[src/rtl/core/assert_macros.svh]
// assertion macros for the lru core rtl
// depends on nothing; included by files that carry concurrent checks
`ifndef ASSERT_MACROS_SVH
`define ASSERT_MACROS_SVH
`ifndef SYNTHESIS
`define LRUPR_ASSERT(lbl, clk, rst, prop) \
  lbl: assert property (@(posedge clk) disable iff (rst) (prop)) \
    else $error("lru core check failed");
`define LRUPR_ASSERT_NEVER(lbl, clk, rst, prop) \
  lbl: assert property (@(posedge clk) disable iff (rst) !(prop)) \
    else $error("lru core forbidden condition seen");
`else
`define LRUPR_ASSERT(lbl, clk, rst, prop)
`define LRUPR_ASSERT_NEVER(lbl, clk, rst, prop)
`endif
`endif

[src/rtl/core/lrupr_pkg.sv]
// shared constants, types and cell command structs for the lru core
// depends on nothing
package lrupr_pkg;

  localparam int PAGES   = 32;
  localparam int FRAMES  = 8;
  localparam int PAGE_W  = $clog2(PAGES);
  localparam int FRAME_W = $clog2(FRAMES);
  localparam int RANK_W  = FRAME_W;
  localparam int CNT_W   = $clog2(FRAMES + 1);
  localparam int CFG_W   = 4;
  localparam int MISS_W  = 32;

  typedef logic [PAGE_W-1:0]  page_t;
  typedef logic [FRAME_W-1:0] frame_t;
  typedef logic [RANK_W-1:0]  rank_t;
  typedef logic [CNT_W-1:0]   count_t;

  typedef enum logic [1:0] {
    ST_IDLE,
    ST_LOOK,
    ST_UPDATE
  } state_t;

  // update broadcast to every cell
  typedef struct packed {
    logic   touch;
    logic   age_all;
    frame_t frame;
    rank_t  thr;
    logic   load;
    page_t  page;
  } cell_cmd_t;

  // search result handed from cell to cell along the row
  typedef struct packed {
    logic   hit_found;
    frame_t hit_frame;
    rank_t  hit_rank;
    logic   vic_found;
    frame_t vic_frame;
    rank_t  vic_rank;
    page_t  vic_page;
  } chain_t;

endpackage

[src/rtl/core/lrupr_cell.sv]
// one frame slot: owner page, occupied flag and recency rank
// depends on lrupr_pkg
module lrupr_cell
  import lrupr_pkg::*;
(
  input  logic      clk,
  input  logic      rst,
  input  frame_t    idx,
  input  page_t     lookup_page,
  input  rank_t     victim_rank,
  input  cell_cmd_t cmd,
  input  chain_t    chain_in,
  output chain_t    chain_out
);

  logic  valid;
  page_t owner;
  rank_t rank;

  logic match;
  logic is_victim;

  assign match     = valid && (owner == lookup_page);
  assign is_victim = valid && (rank == victim_rank);

  // first match along the row wins
  always_comb begin
    chain_out = chain_in;
    if (!chain_in.hit_found && match) begin
      chain_out.hit_found = 1'b1;
      chain_out.hit_frame = idx;
      chain_out.hit_rank  = rank;
    end
    if (!chain_in.vic_found && is_victim) begin
      chain_out.vic_found = 1'b1;
      chain_out.vic_frame = idx;
      chain_out.vic_rank  = rank;
      chain_out.vic_page  = owner;
    end
  end

  always_ff @(posedge clk) begin
    if (rst) begin
      valid <= 1'b0;
      rank  <= '0;
    end else if (cmd.touch) begin
      if (idx == cmd.frame) begin
        rank <= '0;
        if (cmd.load) begin
          valid <= 1'b1;
        end
      end else if (valid && (cmd.age_all || (rank < cmd.thr))) begin
        rank <= rank + rank_t'(1);
      end
    end
  end

  always_ff @(posedge clk) begin
    if (cmd.touch && cmd.load && (idx == cmd.frame)) begin
      owner <= cmd.page;
    end
  end

endmodule

[src/rtl/core/lrupr_row.sv]
// row of frame cells with the search chain running through it
// depends on lrupr_pkg, lrupr_cell
module lrupr_row
  import lrupr_pkg::*;
(
  input  logic      clk,
  input  logic      rst,
  input  page_t     lookup_page,
  input  rank_t     victim_rank,
  input  cell_cmd_t cmd,
  output chain_t    result
);

  chain_t link [FRAMES+1];

  assign link[0] = '0;

  for (genvar i = 0; i < FRAMES; i++) begin : g_cell
    lrupr_cell u_cell (
      .clk         (clk),
      .rst         (rst),
      .idx         (frame_t'(i)),
      .lookup_page (lookup_page),
      .victim_rank (victim_rank),
      .cmd         (cmd),
      .chain_in    (link[i]),
      .chain_out   (link[i+1])
    );
  end

  assign result = link[FRAMES];

endmodule

[src/rtl/core/lru_page_replacement_core.sv]
// lru page replacement core: one page access word in, one result word out
// done is registered from the update state, which follows the look state, and is high for one cycle
// one access at a time: each goes through the look then update pass over the cell row
// busy is low again in the cycle done is high, so the next access may start then
// reset (rst, synchronous, active high) empties every frame, clears miss count, limit = 8
// the receiver cannot stall: each result is held on the ports until the next result replaces it
module lru_page_replacement_core
  import lrupr_pkg::*;
(
  input  logic              clk,
  input  logic              rst,
  // access port
  input  logic              start,
  output logic              busy,
  input  logic [PAGE_W-1:0] page_number,
  // frame limit register
  input  logic              cfg_we,
  input  logic [CFG_W-1:0]  cfg_wdata,
  // result port
  output logic              done,
  output logic              hit,
  output logic [FRAME_W-1:0] frame_number,
  output logic              evicted_valid,
  output logic [PAGE_W-1:0] evicted_page,
  output logic [MISS_W-1:0] miss_count
);

  `include "assert_macros.svh"

  state_t state, state_next;

  logic [CFG_W-1:0] frames_in_use;
  logic [CFG_W-1:0] limit;
  count_t           nff;          // frames filled so far, frames below it are occupied
  count_t           nff_m1;
  logic [MISS_W-1:0] fault_counter;

  page_t  page;                   // access word under work
  logic   hit_q;
  frame_t frame_q;
  logic   age_all_q;
  rank_t  thr_q;
  logic   fill_q;
  logic   ev_valid_q;
  page_t  ev_page_q;

  cell_cmd_t cmd;
  chain_t    srch;

  logic accept;
  logic fill_ok;

  assign accept = start && !busy;

  // limit clamp: zero acts as one, anything above the frame count as the frame count
  always_comb begin
    if (frames_in_use == '0) begin
      limit = CFG_W'(1);
    end else if (frames_in_use > CFG_W'(FRAMES)) begin
      limit = CFG_W'(FRAMES);
    end else begin
      limit = frames_in_use;
    end
  end

  assign fill_ok = CFG_W'(nff) < limit;
  // occupied ranks are always a permutation of 0..nff-1, so the lru frame holds nff-1
  assign nff_m1  = nff - count_t'(1);

  always_ff @(posedge clk) begin
    if (rst) begin
      frames_in_use <= CFG_W'(FRAMES);
    end else if (cfg_we) begin
      frames_in_use <= cfg_wdata;
    end
  end

  // state register
  always_ff @(posedge clk) begin
    if (rst) begin
      state <= ST_IDLE;
    end else begin
      state <= state_next;
    end
  end

  // next state and the update broadcast to the cells
  always_comb begin
    state_next  = state;
    busy        = 1'b1;
    cmd         = '0;
    cmd.age_all = age_all_q;
    cmd.frame   = frame_q;
    cmd.thr     = thr_q;
    cmd.load    = !hit_q;
    cmd.page    = page;
    case (state)
      ST_IDLE: begin
        busy = 1'b0;
        if (start) begin
          state_next = ST_LOOK;
        end
      end
      ST_LOOK: begin
        state_next = ST_UPDATE;
      end
      ST_UPDATE: begin
        cmd.touch  = 1'b1;
        state_next = ST_IDLE;
      end
      default: begin
        state_next = ST_IDLE;
      end
    endcase
  end

  lrupr_row u_row (
    .clk         (clk),
    .rst         (rst),
    .lookup_page (page),
    .victim_rank (nff_m1[RANK_W-1:0]),
    .cmd         (cmd),
    .result      (srch)
  );

  always_ff @(posedge clk) begin
    if (accept) begin
      page <= page_number;
    end
  end

  // look pass: decide hit, fill or evict from the row search
  always_ff @(posedge clk) begin
    if (state == ST_LOOK) begin
      hit_q      <= srch.hit_found;
      fill_q     <= 1'b0;
      ev_valid_q <= 1'b0;
      ev_page_q  <= '0;
      age_all_q  <= 1'b0;
      if (srch.hit_found) begin
        // hit promotes its frame: only frames more recent than it age
        frame_q <= srch.hit_frame;
        thr_q   <= srch.hit_rank;
      end else if (fill_ok) begin
        // next never used frame, every occupied frame ages
        frame_q   <= nff[FRAME_W-1:0];
        thr_q     <= '0;
        age_all_q <= 1'b1;
        fill_q    <= 1'b1;
      end else begin
        // reuse the least recently used frame
        frame_q    <= srch.vic_frame;
        thr_q      <= srch.vic_rank;
        ev_valid_q <= 1'b1;
        ev_page_q  <= srch.vic_page;
      end
    end
  end

  always_ff @(posedge clk) begin
    if (rst) begin
      fault_counter <= '0;
    end else if ((state == ST_LOOK) && !srch.hit_found && (fault_counter != '1)) begin
      fault_counter <= fault_counter + MISS_W'(1);
    end
  end

  always_ff @(posedge clk) begin
    if (rst) begin
      nff <= '0;
    end else if ((state == ST_UPDATE) && fill_q) begin
      nff <= nff + count_t'(1);
    end
  end

  // result word, registered in the update state and held until the next one
  always_ff @(posedge clk) begin
    if (rst) begin
      done <= 1'b0;
    end else begin
      done <= (state == ST_UPDATE);
    end
  end

  always_ff @(posedge clk) begin
    if (state == ST_UPDATE) begin
      hit           <= hit_q;
      frame_number  <= frame_q;
      evicted_valid <= ev_valid_q;
      evicted_page  <= ev_page_q;
      miss_count    <= fault_counter;
    end
  end

  `LRUPR_ASSERT(a_update_then_done, clk, rst, (state == ST_UPDATE) |=> done)
  `LRUPR_ASSERT_NEVER(a_fill_overrun, clk, rst, nff > count_t'(FRAMES))
  `LRUPR_ASSERT(a_evict_only_on_miss, clk, rst, (done && evicted_valid) |-> !hit)

endmodule
[config.mk]
export PLATFORM = sky130hd
export DESIGN_NAME = lru_page_replacement_core
export DESIGN_NICKNAME = d
export VERILOG_FILES = /design/src/rtl/core/lrupr_pkg.sv /design/src/rtl/core/lrupr_cell.sv /design/src/rtl/core/lrupr_row.sv /design/src/rtl/core/lru_page_replacement_core.sv
export VERILOG_INCLUDE_DIRS = /design/src /design/src/rtl/core
export SDC_FILE = /design/constraint.sdc
export NUM_CORES = 1
export LEC_CHECK = 0
export BUFFER_PORTS_ARGS = -buffer_cell sky130_fd_sc_hd__buf_2
export CAP_MARGIN = 20
export CELL_PAD_IN_SITES_DETAIL_PLACEMENT = 0
export CELL_PAD_IN_SITES_GLOBAL_PLACEMENT = 1
export CORE_UTILIZATION = 30
export CTS_CLUSTER_DIAMETER = 40
export DETAILED_ROUTE_END_ITERATION = 8
export MAX_ROUTING_LAYER = met4
export PLACE_DENSITY_LB_ADDON = 0.1
export SYNTH_ARGS = -nofsm -noshare
export SYNTH_HDL_FRONTEND = slang
export SYNTH_HIERARCHICAL = 1
export SYNTH_SLANG_ARGS = --single-unit
[constraint.sdc]
create_clock -name clk -period 5.4 [get_ports clk]
set_input_delay 0.81 -clock clk [delete_from_list [all_inputs] [get_ports clk]]
set_output_delay 0.81 -clock clk [all_outputs]
set_load 0.02 [all_outputs]
-- Word-level counts from Yosys, hierarchy flattened
Cells that the tools add are included.
- register bits: 176
- input port bits: 13
- output and inout port bits: 44
- logic and storage cells: 237
- add/subtract/negate cells: 11
- order comparisons: 10
- equal/unequal tests: 27
- multiplexer cells: 44
- bitwise operators: 1
- reduce and logical (&&, ||, !) cells: 103
- operators by type and width (cell ; number):
    2-to-1 mux 12 bit ; 7
    2-to-1 mux 3 bit ; 20
    2-to-1 mux 7 bit ; 8
    logical AND 1 bit ; 51
    equality test 5 bit ; 8
    adder 32 x 1 -> 32 bit (second input constant) ; 1
    inequality test 32 bit (second input constant) ; 1
    adder 3 x 1 -> 3 bit (second input constant) ; 8
    equality test 3 bit ; 8
    < comparator 3 bit ; 8
    AND reduction 3 bit ; 8
    zero test 1 bit ; 16
    AND reduction 2 bit ; 8
    nonzero test 2 bit ; 8
    equality test 3 bit (first input constant) ; 4
    2-to-1 mux 11 bit ; 1
    logical OR 1 bit ; 8
    2-to-1 mux 4 bit ; 2
    equality test 2 x 3 -> 1 bit (first input constant) ; 2
    adder 4 x 1 -> 4 bit (second input constant) ; 1
    greater-than comparator 4 bit (second input constant) ; 1
    zero test 4 bit ; 1
    < comparator 4 bit ; 1
    2-to-1 mux 1 bit ; 4
    11 further kinds ; 11

-- Depth between registers and ports, before layout
- word-level depth: 27
- gate-level depth with buffers: 17
- gate-level depth less buffers: 16

-- By module
The synthesis kept the hierarchy.
- by module, submodules not included (module ; instances ; cells each ; area each (um^2) ; seq. area each (um^2)):
    lrupr_cell ; 8 ; 74 ; 778.2 ; 230.2
    lru_page_replacement_core ; 1 ; 337 ; 4073.9 ; 2692.6
    lrupr_row ; 1 ; 2 ; 7.5 ; 0.0

-- Least setup slack after synthesis
No wires, ideal clock.
- path type: reg2reg
- from: reg state[1]
- to: reg nff[3]
- arrival: 4775 ps
- required time: 5330 ps
- setup slack: 555 ps
- cell stages (with the launch flop): 5
- path buffers: 0
- cell sequence: dfxtp_1 > nor2b_1 > nand2_1 > or3_1 > a21oi_1
- longest elaborated chain between the ends: 2
- ends and longest elaborated chain (element ; line ; text):
    start, declared ; lru_page_replacement_core.sv:30 ; state_t state, state_next;
    start signal, assigned ; lru_page_replacement_core.sv:83 ; state <= state_next;
    equality test 2 bit ; lru_page_replacement_core.sv:171 ; end else if ((state == ST_UPDATE) && fill_q) begin
    logical AND 1 bit ; lru_page_replacement_core.sv:171 ;
    end signal, assigned ; lru_page_replacement_core.sv:172 ; nff <= nff + count_t'(1);
    end, declared ; lru_page_replacement_core.sv:34 ; count_t nff;
No other way between the ends.
A chain may end at the register's enable or synchronous reset.

==> impl_metrics.tcl <==
set metrics [dict create \
    outcome "finished clean" \
    nNetsFinal 1143 \
    rows 67 \
    cpPeakStageDelay_ns 0.79 \
    hold_buffers 0 \
    drtPass1Iterations 5 \
    ioPinCount 57 \
    netlist_instances 930 \
    critPathLaunchType "flip-flop" \
    required_ns 5.59 \
    fin_area_um2 12200 \
    critPathKind "flip-flop to flip-flop" \
    path_cells "inv_1 > ha_1 > xor2_1 > xnor2_1 > nand4_1 > nand2b_1 > nor2_1 > mux2_2 > mux2_2 > mux2_2 > mux2_2 > mux2_2 > mux2_2 > mux2_2 > nand2_1 > o21ai_0" \
    routabilityCongestion 0.733 \
    htreeDepth 4 \
    rsz0062_at_grt "no" \
    combPwrFrac_pct 7.7 \
    cts_setup_buffers 0 \
    fin_crit_sh_pct 84.9 \
    grt.total_usage_pct 15.8 \
    grt_pass1_vias 7195 \
    max_freq_mhz 218 \
    num_vias 7219 \
    cts_buffer_depth 2 \
    drv_cap 0 \
    cts_tree "done" \
    finalHoldViolCount 0 \
    setup_viol 0 \
    fin_crit_ns 4.59 \
    die_w_um 187 \
    cp_common_cell "mux2_2" \
    fin_setup_tns_ns 0 \
    drive_gt1_share_pct 23.7 \
    portBuffers 56 \
    drv_slew 0 \
    ir_worst_vdd_uv 216 \
    clkPwrFrac_pct 42.3 \
    die-area_um2 35100 \
    antenna_found_initial 1 \
    seq_power_share_pct 50.0 \
    clock-sinks 176 \
    clockRootBuffer "clkbuf_16" \
    syn-cell-area_um2 10300 \
    swShare_pct 25.0 \
    clk-insertion-delay-late_ns 0.45 \
    cp_slowest_cell "nor2_1" \
    wl_per_cell_um 16.6 \
    cp.arrival_ns 4.78 \
    die_y_um 187 \
    tightest_slew_ns 1.04 \
    numCtsBuffers 17 \
    drtIter0Drc 260 \
    cp-end-kind "flip-flop" \
    grt_first_pass_wirelength_um 41300 \
    hold_class "flip-flop to flip-flop" \
    yosysWarnings 6 \
    clk_pin_slew_ns 0.07 \
    detailed_place_hpwl_um 18800 \
    power.density_nw_per_um2 239 \
    core_area_um2 33700 \
    path_max_fanout 11 \
    initial_core_util_pct 30.6 \
    slew_headroom_pct 30.7 \
    finalClockSkew_ns 0.0139 \
    cts_resized 0 \
    routed_wl_um 26000 \
    layout-area-overhead-vs-synth_pct 18.2 \
    vias_per_cell 4.62 \
    placed_area_um2 11600 \
    syn_avg_cell_area_um2 11.1 \
    cell_internal_pwr_mw 2.18 \
    p_leak_nw 4.44 \
    p_switching_mw 0.727 \
    ant_nets 0 \
    drcViolationCount 0 \
    grt_overflow_total 0 \
    grt_max_degree 38 \
]
## worst max-delay path: cells and delay by family, from the launching register on
kind                     cells  cell delay (ns)
multiplexers                 7             1.98
XOR/XNOR                     2             0.51
flip-flops                   1             0.42
buffers and inverters        1             0.08
AND/OR/NAND/NOR              4             1.04
adder cells (fa/ha/maj)      1             0.20
AO/OA/AOI/OAI                1             0.08
## through the flow
stage	power [mW]	setup slack, ns	hold WS (ns)	cells	utilization [%]
4_1_cts	2.97	0.731	0.424	1559	36.0
2_1_floorplan	1.64	0.555	0.400	1021	-
3_3_place_gp	1.71	0.772	0.406	1527	34.3
6_report	2.91	0.813	0.425	1562	36.1
3_5_place_dp	1.71	0.745	0.405	1527	34.3
5_1_grt	3.05	0.443	0.434	1562	36.1
## layout by cell type, fill, tap and decap left out, types with 18 or more instances in the layout
cell,instances
a21oi_1,47
and3_1,18
buf_2,56
buf_4,21
clkbuf_16,18
conb_1,93
dfxtp_1,75
edfxtp_1,101
ha_1,30
inv_1,36
mux2_1,48
mux2_2,102
nand2_1,56
nand2b_1,23
nand3_1,29
nand4_1,26
nor2_1,38
o21ai_0,28
o31ai_1,20
or3_1,28
xnor2_1,58
xor2_1,36
## flip-flops by register name, summed over array words and instances, names as in the netlist
signal / cells
u_row/g_cell.u_cell/owner: 40
fault_counter: 32
miss_count: 32
u_row/g_cell.u_cell/rank: 24
u_row/g_cell.u_cell/valid: 8
ev_page_q: 5
evicted_page: 5
page: 5
frames_in_use: 4
nff: 4
frame_number: 3
frame_q: 3
thr_q: 3
state: 2
done: 1
ev_valid_q: 1
evicted_valid: 1
fill_q: 1
hit: 1
hit_q: 1
## per-layer routing
metal / global-route usage [%] / wire (um) / part of all wire (%) / vias up
met1: 19.8 / 12200 / 47 / 3447
met3: 2.50 / 624 / 2.4 / 23
met5: - / 0 / 0 / -
met2: 25.8 / 12700 / 49 / 79
li1: - / - / - / 3670
met4: 5.23 / 442 / 1.7 / 0
## final cells by class
cell class | instances | area [um2]
Antenna cell | 1 | 2.50
Sequential cell | 176 | 4530
Inverter | 36 | 135
Multi-Input combinational cell | 791 | 5900
Clock buffer | 20 | 478
Clock inverter | 12 | 103
Timing Repair Buffer | 78 | 465
Tap cell | 448 | 561
Fill cell | 3426 | 21500
## worst paths after layout
path,depth (start not counted),start,to,slack (ns)
worst max-delay path,16,nff[0],thr_q[0],0.81
worst min-delay path,0,ev_valid_q,evicted_valid,0.43
worst max register to register,16,nff[0],thr_q[0],0.81
worst min register to register,0,ev_valid_q,evicted_valid,0.43
## power by group through the flow
stage          clock network, mW  registers, mW  logic (mW)
6_report                    1.23           1.46       0.223
5_1_grt                     1.34           1.46       0.252
4_1_cts                     1.29           1.46       0.225
3_5_place_dp                   0           1.49       0.225
3_3_place_gp                   0           1.49       0.224
2_1_floorplan                  0           1.49       0.148
Power figures use the tool's default switching activity.
